$ cat src/design/lfu_pkg.sv
// ----------------------------------------------------------------------------
// lfu_pkg
// Shared types and constants of the LFU page replacement engine.
// ----------------------------------------------------------------------------
package lfu_pkg;

    localparam int FRAME_COUNT  = 16;
    localparam int PAGE_COUNT   = 64;
    localparam int PAGE_W       = $clog2(PAGE_COUNT);
    localparam int SLOT_W       = $clog2(FRAME_COUNT);
    localparam int NFR_W        = $clog2(FRAME_COUNT + 1);
    localparam int COUNT_W      = 16;
    localparam int ACTIVE_W     = 5;
    localparam int QUEUE_DEPTH  = 2;
    localparam int QPTR_W       = $clog2(QUEUE_DEPTH);
    localparam int QCNT_W       = $clog2(QUEUE_DEPTH + 1);

    localparam logic [ACTIVE_W-1:0] ACTIVE_RESET = ACTIVE_W'(4);
    localparam logic [COUNT_W-1:0]  COUNT_MAX    = {COUNT_W{1'b1}};

    typedef logic [PAGE_W-1:0]   t_page;
    typedef logic [SLOT_W-1:0]   t_slot;
    typedef logic [NFR_W-1:0]    t_nfr;
    typedef logic [COUNT_W-1:0]  t_count;
    typedef logic [ACTIVE_W-1:0] t_active;

    typedef struct packed {
        t_page page;
    } t_req;

    typedef struct packed {
        logic   fault;
        t_slot  frame_slot;
        logic   evicted_valid;
        t_page  evicted_page;
        t_count use_count;
        t_count fault_total;
    } t_result;

    function automatic t_count sat_inc(input t_count v);
        return (v == COUNT_MAX) ? v : t_count'(v + 1'b1);
    endfunction

endpackage

$ cat src/design/lfu_page_replacement_top.sv
// on a hit or a fill of an empty frame, an accepted reference passes through the lookup and counter update states
// eviction adds a scan over the frames in use, one counter read per frame
// the engine takes a new reference only once the last result is registered, which waits while the output is held
// a two-entry input queue keeps accepting while a result waits to be taken, until the queue is full
// reset empties all frames and clears all use counters at once through per-page valid bits
// ----------------------------------------------------------------------------
// lfu_page_replacement_top
// LFU page replacement engine: input queue in front, lookup and victim
// scan engine behind it, one result per page reference.
// ----------------------------------------------------------------------------
module lfu_page_replacement_top (
    input  logic             i_clk,
    input  logic             i_rst_n,
    input  logic             i_valid,
    output logic             o_ready,
    input  lfu_pkg::t_page   i_page,
    output logic             o_valid,
    input  logic             i_ready,
    output logic             o_fault,
    output lfu_pkg::t_slot   o_frame_slot,
    output logic             o_evicted_valid,
    output lfu_pkg::t_page   o_evicted_page,
    output lfu_pkg::t_count  o_use_count,
    output lfu_pkg::t_count  o_fault_total,
    input  logic             i_cfg_valid,
    output logic             o_cfg_ready,
    input  lfu_pkg::t_active i_cfg_data
);
    import lfu_pkg::*;

    logic    q_valid;
    t_req    q_req;
    logic    q_pop;
    t_result result;

    lfu_front u_front (
        .i_clk     (i_clk),
        .i_rst_n   (i_rst_n),
        .i_valid   (i_valid),
        .o_ready   (o_ready),
        .i_page    (i_page),
        .o_q_valid (q_valid),
        .o_q_req   (q_req),
        .i_q_pop   (q_pop)
    );

    lfu_engine u_engine (
        .i_clk       (i_clk),
        .i_rst_n     (i_rst_n),
        .i_q_valid   (q_valid),
        .i_q_req     (q_req),
        .o_q_pop     (q_pop),
        .i_cfg_valid (i_cfg_valid),
        .i_cfg_data  (i_cfg_data),
        .o_valid     (o_valid),
        .i_ready     (i_ready),
        .o_result    (result)
    );

    assign o_cfg_ready     = 1'b1;
    assign o_fault         = result.fault;
    assign o_frame_slot    = result.frame_slot;
    assign o_evicted_valid = result.evicted_valid;
    assign o_evicted_page  = result.evicted_page;
    assign o_use_count     = result.use_count;
    assign o_fault_total   = result.fault_total;

endmodule

$ cat src/design/lfu_front.sv
// ----------------------------------------------------------------------------
// lfu_front
// Accepts page references and holds them in a short queue for the engine.
// ----------------------------------------------------------------------------
module lfu_front (
    input  logic          i_clk,
    input  logic          i_rst_n,
    input  logic          i_valid,
    output logic          o_ready,
    input  lfu_pkg::t_page i_page,
    output logic          o_q_valid,
    output lfu_pkg::t_req o_q_req,
    input  logic          i_q_pop
);
    import lfu_pkg::*;

    t_req              r_buf [QUEUE_DEPTH];
    logic [QPTR_W-1:0] r_wptr;
    logic [QPTR_W-1:0] r_rptr;
    logic [QCNT_W-1:0] r_cnt;
    logic              push;
    logic              pop;

    assign o_ready   = (r_cnt != QCNT_W'(QUEUE_DEPTH));
    assign o_q_valid = (r_cnt != '0);
    assign o_q_req   = r_buf[r_rptr];
    assign push      = i_valid && o_ready;
    assign pop       = i_q_pop && o_q_valid;

    always_ff @(posedge i_clk) begin
        if (!i_rst_n) begin
            r_wptr <= '0;
            r_rptr <= '0;
            r_cnt  <= '0;
        end else begin
            if (push) begin
                r_buf[r_wptr].page <= i_page;
                r_wptr <= (r_wptr == QPTR_W'(QUEUE_DEPTH - 1)) ? '0 : QPTR_W'(r_wptr + 1'b1);
            end
            if (pop) begin
                r_rptr <= (r_rptr == QPTR_W'(QUEUE_DEPTH - 1)) ? '0 : QPTR_W'(r_rptr + 1'b1);
            end
            if (push && !pop) begin
                r_cnt <= QCNT_W'(r_cnt + 1'b1);
            end else if (pop && !push) begin
                r_cnt <= QCNT_W'(r_cnt - 1'b1);
            end
        end
    end

endmodule

$ cat src/design/lfu_engine.sv
// ----------------------------------------------------------------------------
// lfu_engine
// Frame lookup, victim scan over the counter store and result register.
// ----------------------------------------------------------------------------
module lfu_engine (
    input  logic             i_clk,
    input  logic             i_rst_n,
    input  logic             i_q_valid,
    input  lfu_pkg::t_req    i_q_req,
    output logic             o_q_pop,
    input  logic             i_cfg_valid,
    input  lfu_pkg::t_active i_cfg_data,
    output logic             o_valid,
    input  logic             i_ready,
    output lfu_pkg::t_result o_result
);
    import lfu_pkg::*;

    typedef enum logic [1:0] {
        S_IDLE,
        S_LOOK,
        S_SCAN,
        S_CNT
    } t_state;

    t_state    r_state;
    t_active   r_active;
    logic      r_frm_valid [FRAME_COUNT];
    t_page     r_frm_page  [FRAME_COUNT];
    t_nfr      r_filled;
    t_count    r_fault_cnt;
    t_page     r_pg;
    t_slot     r_slot;
    logic      r_fault;
    logic      r_ev_valid;
    t_page     r_ev_page;
    t_nfr      r_idx;
    logic      r_cmp_go;
    t_slot     r_cmp_idx;
    logic      r_found;
    t_count    r_best;
    logic      r_out_valid;
    t_result   r_out;

    t_count    r_cnt_mem [PAGE_COUNT];
    logic      r_cnt_vld [PAGE_COUNT];
    t_count    r_rd_data;
    logic      r_rd_vld;

    t_nfr      n_use;
    t_page     rd_addr;
    t_count    rd_value;
    t_count    new_count;
    logic      hit;
    t_slot     hit_slot;
    logic      scan_issue;
    logic      scan_done;
    logic      out_free;
    logic      commit;

    always_comb begin
        if (r_active == '0) begin
            n_use = NFR_W'(1);
        end else if (NFR_W'(r_active) > NFR_W'(FRAME_COUNT)) begin
            n_use = NFR_W'(FRAME_COUNT);
        end else begin
            n_use = NFR_W'(r_active);
        end
    end

    // lowest active frame holding the page
    always_comb begin
        hit      = 1'b0;
        hit_slot = '0;
        for (int i = FRAME_COUNT - 1; i >= 0; i--) begin
            if ((NFR_W'(i) < n_use) && r_frm_valid[i] && (r_frm_page[i] == r_pg)) begin
                hit      = 1'b1;
                hit_slot = SLOT_W'(i);
            end
        end
    end

    assign scan_issue = (r_idx < n_use);
    assign scan_done  = !scan_issue && !r_cmp_go;
    assign rd_addr    = (r_state == S_SCAN && scan_issue) ? r_frm_page[r_idx[SLOT_W-1:0]] : r_pg;
    assign rd_value   = r_rd_vld ? r_rd_data : '0;
    assign new_count  = sat_inc(rd_value);
    assign out_free   = !r_out_valid || i_ready;
    assign commit     = (r_state == S_CNT) && out_free;
    assign o_q_pop    = (r_state == S_IDLE) && i_q_valid;
    assign o_valid    = r_out_valid;
    assign o_result   = r_out;

    // counter store
    always_ff @(posedge i_clk) begin
        r_rd_data <= r_cnt_mem[rd_addr];
        if (commit) begin
            r_cnt_mem[r_pg] <= new_count;
        end
    end

    always_ff @(posedge i_clk) begin
        if (!i_rst_n) begin
            r_state     <= S_IDLE;
            r_active    <= ACTIVE_RESET;
            r_filled    <= '0;
            r_fault_cnt <= '0;
            r_out_valid <= 1'b0;
            r_cmp_go    <= 1'b0;
            r_rd_vld    <= 1'b0;
            for (int i = 0; i < FRAME_COUNT; i++) begin
                r_frm_valid[i] <= 1'b0;
            end
            for (int i = 0; i < PAGE_COUNT; i++) begin
                r_cnt_vld[i] <= 1'b0;
            end
        end else begin
            r_rd_vld <= r_cnt_vld[rd_addr];
            if (i_cfg_valid) begin
                r_active <= i_cfg_data;
            end
            if (r_out_valid && i_ready && !commit) begin
                r_out_valid <= 1'b0;
            end
            unique case (r_state)
                S_IDLE: begin
                    if (i_q_valid) begin
                        r_pg    <= i_q_req.page;
                        r_state <= S_LOOK;
                    end
                end
                S_LOOK: begin
                    r_ev_valid <= 1'b0;
                    r_ev_page  <= '0;
                    if (hit) begin
                        r_slot  <= hit_slot;
                        r_fault <= 1'b0;
                        r_state <= S_CNT;
                    end else if (r_filled < n_use) begin
                        r_slot   <= r_filled[SLOT_W-1:0];
                        r_filled <= NFR_W'(r_filled + 1'b1);
                        r_fault  <= 1'b1;
                        r_state  <= S_CNT;
                    end else begin
                        r_idx    <= '0;
                        r_cmp_go <= 1'b0;
                        r_found  <= 1'b0;
                        r_best   <= '0;
                        r_slot   <= '0;
                        r_state  <= S_SCAN;
                    end
                end
                S_SCAN: begin
                    if (r_cmp_go && (!r_found || rd_value < r_best)) begin
                        r_found <= 1'b1;
                        r_best  <= rd_value;
                        r_slot  <= r_cmp_idx;
                    end
                    if (scan_issue) begin
                        r_cmp_go  <= r_frm_valid[r_idx[SLOT_W-1:0]];
                        r_cmp_idx <= r_idx[SLOT_W-1:0];
                        r_idx     <= NFR_W'(r_idx + 1'b1);
                    end else begin
                        r_cmp_go <= 1'b0;
                    end
                    if (scan_done) begin
                        r_fault    <= 1'b1;
                        r_ev_valid <= r_found;
                        r_ev_page  <= r_found ? r_frm_page[r_slot] : '0;
                        r_slot     <= r_found ? r_slot : '0;
                        r_state    <= S_CNT;
                    end
                end
                S_CNT: begin
                    if (out_free) begin
                        r_cnt_vld[r_pg] <= 1'b1;
                        if (r_fault) begin
                            r_frm_valid[r_slot] <= 1'b1;
                            r_frm_page[r_slot]  <= r_pg;
                            r_fault_cnt         <= sat_inc(r_fault_cnt);
                        end
                        r_out_valid         <= 1'b1;
                        r_out.fault         <= r_fault;
                        r_out.frame_slot    <= r_slot;
                        r_out.evicted_valid <= r_ev_valid;
                        r_out.evicted_page  <= r_ev_page;
                        r_out.use_count     <= new_count;
                        r_out.fault_total   <= r_fault ? sat_inc(r_fault_cnt) : r_fault_cnt;
                        r_state             <= S_IDLE;
                    end
                end
                default: begin
                    r_state <= S_IDLE;
                end
            endcase
        end
    end

endmodule
$ cat config.mk
export PLATFORM = sky130hd
export DESIGN_NAME = lfu_page_replacement_top
export DESIGN_NICKNAME = d
export VERILOG_FILES = /design/src/design/lfu_pkg.sv /design/src/design/lfu_page_replacement_top.sv /design/src/design/lfu_front.sv /design/src/design/lfu_engine.sv
export SDC_FILE = /design/constraint.sdc
export NUM_CORES = 2
export LEC_CHECK = 0
export BUFFER_PORTS_ARGS = -buffer_cell sky130_fd_sc_hd__clkbuf_2
export CAP_MARGIN = 30
export CORE_ASPECT_RATIO = 0.8
export CORE_MARGIN = 5
export CORE_UTILIZATION = 39
export DETAILED_ROUTE_END_ITERATION = 8
export GPL_TIMING_DRIVEN = 0
export PLACE_DENSITY_LB_ADDON = 0.2
export SYNTH_ARGS = -nofsm -noshare
export SYNTH_HDL_FRONTEND = slang
export SYNTH_SLANG_ARGS = --single-unit
$ cat constraint.sdc
create_clock -name i_clk -period 12.5 [get_ports i_clk]
set_input_delay 1.25 -clock i_clk [delete_from_list [all_inputs] [get_ports i_clk]]
set_output_delay 1.25 -clock i_clk [all_outputs]
set_load 0.05 [all_outputs]
**Yosys cells after proc, flatten, opt, wreduce, memory -nomap -nowiden**

Memory sizes are Yosys's and may differ from the RTL's. A register that Yosys moved wholly into a read port is not among the register bits.
Index checks and enable logic that the tools add are counted.

- Register bits: 116
- RAM bits: 1,212
- Input bits: 16
- Output and inout bits: 47
- Logic and storage cells: 266
- Memories: 5

- $add $sub $neg: 8
- Magnitude comparators: 20
- Eq/ne operators: 32
- Muxes and demuxes: 105
- Bitwise operators: 1
- Reductions and logical operators: 72

Memory list:

| memory | depth | width | rd ports | clocked after Yosys merged registers in | wr ports | RTL line | text |
|---|---|---|---|---|---|---|---|
| u_engine.r_cnt_mem | 64 | 16 | 1 | 1 | 1 | lfu_engine.sv:45 | `t_count r_cnt_mem [PAGE_COUNT];` |
| u_engine.r_frm_page | 16 | 6 | 18 | 2 | 1 | lfu_engine.sv:29 | `t_page r_frm_page [FRAME_COUNT];` |
| u_engine.r_cnt_vld | 64 | 1 | 1 | 1 | 64 | lfu_engine.sv:46 | `logic r_cnt_vld [PAGE_COUNT];` |
| u_engine.r_frm_valid | 16 | 1 | 17 | 1 | 16 | lfu_engine.sv:28 | `logic r_frm_valid [FRAME_COUNT];` |
| u_front.r_buf | 2 | 6 | 1 | 1 | 1 | lfu_front.sv:17 | `t_req r_buf [QUEUE_DEPTH];` |

Operators by type and width:

| kind | number |
|---|---|
| $mux 16 | 7 |
| $mux 4 | 25 |
| $eq 6x6->1 | 16 |
| $mux 1 | 49 |
| $logic_and 1x1->1 | 43 |
| $lt 4x5->1 const A | 8 |
| $add 16x1->16 const B | 2 |
| $eq 16x16->1 const B | 2 |
| $pmux 16 s2 | 1 |
| $mux 5 | 5 |
| $mux 6 | 4 |
| $reduce_and 3->1 | 7 |
| $lt 3x5->1 const A | 4 |
| $lt 16x16->1 | 1 |
| $mux 2 | 6 |
| $pmux 6 s2 | 1 |
| $add 5x1->5 const B | 2 |
| $lt 1x5->1 const A | 2 |
| $lt 2x5->1 const A | 2 |
| $lt 5x5->1 | 2 |
| $pmux 5 s2 | 1 |
| $reduce_and 5->1 | 2 |
| $logic_not 1->1 | 8 |
| $ne 2x1->1 const B | 4 |
| other kinds (21) | 34 |

**Longest topological paths before layout**

- Depth after elaboration: 25
- Depth in mapped cells: 18

**Hierarchy**

From an unflattened synthesis, not the netlist that was laid out.

- Cells, all modules: 3,865
- Area total of the unflattened synthesis: 56,028.7 um^2

Modules (own cells, without submodules):

| module | instances | cells each | area an instance (um^2) | sequential area each (um^2) |
|---|---|---|---|---|
| lfu_engine | 1 | 3,817 | 55,346.8 | 38,977.4 |
| lfu_front | 1 | 46 | 670.6 | 460.4 |
| lfu_page_replacement_top | 1 | 2 | 11.3 | 0.0 |

**Least setup slack after synthesis**

Ideal clock, no wire load.

- Kind: input-to-reg
- From: input i_rst_n
- To: memory u_engine.r_frm_page[0][0] (netlist bit) (enable)
- Arrival time: 4.689 ns
- Data required time: 12.121 ns
- Slack: 7.431 ns
- Stages on the path: 6
- Buffers on the path: 1
- Cell sequence: clkbuf_1 inv_2 nor2_1 nand2_1 or3_1 nor3_1

- Longest elaborated chain between the ends: 2

RTL lines:

| element | RTL line | text |
|---|---|---|
| start: declaration | lfu_page_replacement_top.sv:13 | `input logic i_rst_n,` |
| $mux 1 | lfu_engine.sv:103 | `if (!i_rst_n) begin` |
| $mux 1 (implied by the code) | lfu_engine.sv:179 | `r_frm_page[r_slot] <= r_pg;` |
| end: declaration | lfu_engine.sv:29 |  |

No other way between the ends.

**Final worst setup path**

- From: register u_engine.r_active[3]
- To: register u_engine.r_rd_data[3] (read register of u_engine.r_cnt_mem)

- Longest elaborated chain between the ends: 6
- Elaborated cells on any way between the ends: 7

RTL lines:

| element | RTL line | text |
|---|---|---|
| start: declaration | lfu_engine.sv:27 | `t_active r_active;` |
| start signal: assignment | lfu_engine.sv:120 | `r_active <= i_cfg_data;` |
| $gt 5x5->1 | lfu_engine.sv:64 | `end else if (NFR_W'(r_active) > NFR_W'(FRAME_COUNT)) begin` |
| $mux 5 | lfu_engine.sv:64 |  |
| $mux 5 * | lfu_engine.sv:62 | `if (r_active == '0) begin` |
| $lt 5x5->1 * | lfu_engine.sv:83 | `assign scan_issue = (r_idx < n_use);` |
| $logic_and 1x1->1 * | lfu_engine.sv:85 | `assign rd_addr = (r_state == S_SCAN && scan_issue) ? r_frm_page[r_idx[SLOT_W-1:0]] : r_pg;` |
| $mux 6 * | lfu_engine.sv:85 |  |
| end: declaration | lfu_engine.sv:47 | `t_count r_rd_data;` |

Every way passes the cells marked *; elsewhere a longest branch is shown, timed or not.
A chain may end at the register's enable or synchronous reset.

==> out/metrics.yaml <==
track_usage: 0.231
core-area_um2: 142000
cp-start-kind: "flip-flop"
vias: 34700
path_buf_inv: 5
cts_tree: "built"
tightest_slew_ns: 1.03
start_util: 0.391
use_met1: 0.355
row_count: 124
synthDistinctLibCells: 71
drive_gt1_frac: 0.187
synth_edf_count: 1220
finClkSkew_ns: 0.0250
rsz0062_at_grt: "false"
clkLatencyLatePin_ns: 0.79
area_delta_synth_final_pct: 17.2
viasPerCell: 5.71
grt_use_met2: 0.321
power.total_w: 0.0139
clk_path_buf_depth: 3
grt_busiest_layer: "met1"
synth_warnings: 0
hp-class: "reg -> reg"
ios: 63
drc: 0
path_max_fanout: 10
antenna_found_initial: 5
grt_max_degree: 66
finalSetupTns_ns: 0
post_cts_buffers: 0
grt_pass1_wl_um: 249000
die_y_um: 348
p_per_area_nw_per_um2: 214
cts_max_level: 4
first_iter_violations: 4207
timing.setup.critical_path_class: "reg -> reg"
critPathTopFamily: "buffers and inverters"
yosysSeqAreaShare: 0.708
required_ns: 13.21
syn_avg_cell_area_um2: 14.9
synth_ff_type: "edfxtp_1"
async_flop_share: 0
root_buffer: "clkbuf_16"
stdcell_area_um2: 65300
drv_slew: 0
die-area_um2: 150000
hold_viol_final: 0
ant_nets: 0
portBuffers: 59
cpPeakStageDelay_ns: 0.78
wire_per_inst_um: 28.9
peakVddDrop_uv: 138
hpwl_um: 125000
synth_area_um2: 55700
n_fill_cell: 12400
die_w_um: 432
fmax_ghz: 0.153
drt_wl_total_um: 175000
setup-violations-final: 0
crit_slowest_cell: "clkbuf_1"
critical_path.cell_chain: "clkbuf_1 -> nand2_1 -> ha_1 -> or3_1 -> o22ai_1 -> o21ai_2 -> buf_6 -> mux2i_2 -> buf_6 -> buf_2 -> clkbuf_1 -> a31oi_1 -> o211ai_1 -> and4_1"
status: "finished clean"
holdBufCountCts: 0
finalNetCount: 4102
layout_min_cycle_time_ns: 6.54
period_share: 0.523
gp_congestion: 1.04
postCtsResizedCells: 0
netlist_instances: 3732
syn_nets: 3780
clkSinkCount: 1359
cap_violations: 0
relSlewSlack: 0.306
worstPathArrival_ns: 7.25
p_leak_nw: 22.1
gr-total-overflow: 0
cp-end-kind: "flip-flop"
drtPass1Iterations: 7
yosys_register_bits: 1359
cts_buffers: 143
grt_pass1_vias: 33300
place_area_um2: 60600
grt_util_met3: 0.0623
clk_pin_slew_worst_paths_ns: 0.06
[synth_stat cells (all sizes together), types with 3 or more instances]
library cell  instances  area, µm²
edfxtp             1220      36600
nand2               618       2320
nor2                269       1010
mux4                191       4300
nand3               176        881
dfxtp               139       2780
clkbuf              122        458
buf                 111        632
and3                 92        576
xnor2                77        674
a31oi                73        457
a311oi               69        604
o211ai               68        510
a22oi                66        495
xor2                 62        543
inv                  35        131
ha                   32        400
a21oi                29        149
a21o                 28        210
and2                 28        175
mux2i                28        288
nand4                24        150
nor3                 24        120
o21ai                21        109
mux2                 19        214
and4                 18        158
a211oi               11       87.6
nor2b                11       68.8
nor4                 11       75.1
or3                   8       50.1
nand2b                7       43.8
o31ai                 6       45.0
nand3b                4       30.0
o21a                  3       22.5
or2                   3       18.8
[cells by family (layout without fill, tap and decap cells)]
group	Yosys count	after routing	synth area share
flops	1359	1359	0.708
simple gates	1300	1300	0.103
compound gates	394	394	0.0514
buf+inv	268	704	0.0219
mux	238	238	0.0863
xor+xnor	139	139	0.0219
fa+ha+maj	33	33	0.00737
other cells	1	12	0.0000674
[state kept, by name (all words and copies together) (netlist names), 5 cells and up, named ones only]
signal / cells
u_engine.r_cnt_mem: 1024
u_engine.r_active: 5
u_engine.r_idx: 5
u_engine.r_filled: 5
u_engine.r_rd_data: 16
u_engine.r_ev_page: 6
u_engine.r_fault_cnt: 16
u_engine.r_pg: 6
u_front.r_buf: 12
u_engine.o_result: 44
u_engine.r_frm_valid: 16
u_engine.r_frm_page: 96
u_engine.r_best: 16
u_engine.r_cnt_vld: 64
[path summary, 6_finish.rpt]
path                              start                    end  slack [ns]  cells after the start
hold / removal    u_engine.r_ev_page[0]  u_engine.o_result[32]        0.42                      0
hold reg to reg   u_engine.r_ev_page[0]  u_engine.o_result[32]        0.42                      0
setup / recovery   u_engine.r_active[3]  u_engine.r_rd_data[3]        5.96                     14
setup reg to reg   u_engine.r_active[3]  u_engine.r_rd_data[3]        5.96                     14
[layout by cell type (no fill, tap or decap), drive strengths merged, types with 29 or more instances in the layout]
cell type and n:
a21oi 29, clkbuf 370, xor2 62, inv 43
dfxtp 139, buf 229, nand3 176, mux4 191
ha 32, o211ai 68, nor2 269, xnor2 77
edfxtp 1220, clkinv 52, a31oi 73, a311oi 69
nand2 618, a22oi 66, and3 92
[cell type report]
class	instances	area, µm²	area share
inverters	35	131	0.00201
clock inverters	70	686	0.0105
plain buffers	233	1090	0.0167
multi-input cells	2105	15400	0.236
diodes	11	27.5	0.000422
flip-flops and latches	1359	39400	0.604
well taps	1890	2360	0.0362
clock buffers	189	3910	0.0599
repair buffers	177	2240	0.0344
[layer usage]
metal | vias up | share of wire
li1 | 14900 | -
met1 | 17900 | 0.46
met2 | 1625 | 0.42
met3 | 240 | 0.099
met4 | 0 | 0.026
met5 | - | 0
[stage by stage]
stage,utilization,instances,worst slack [ns],hold WS [ns]
floorplan,-,3732,7.43,0.400
global placement,0.410,5681,3.66,0.403
detailed placement,0.425,5792,6.27,0.405
CTS,0.457,6051,6.25,0.419
global route,0.458,6059,5.87,0.425
finish,0.458,6069,5.96,0.418
[report_power, final]
part,total [W],leakage (nW),switching [W],internal [W]
registers,0.00558,12.3,0.000127,0.00545
clock network,0.00422,2.26,0.00180,0.00242
logic,0.00414,7.54,0.00285,0.00129
(Power assumes the default switching activity.)
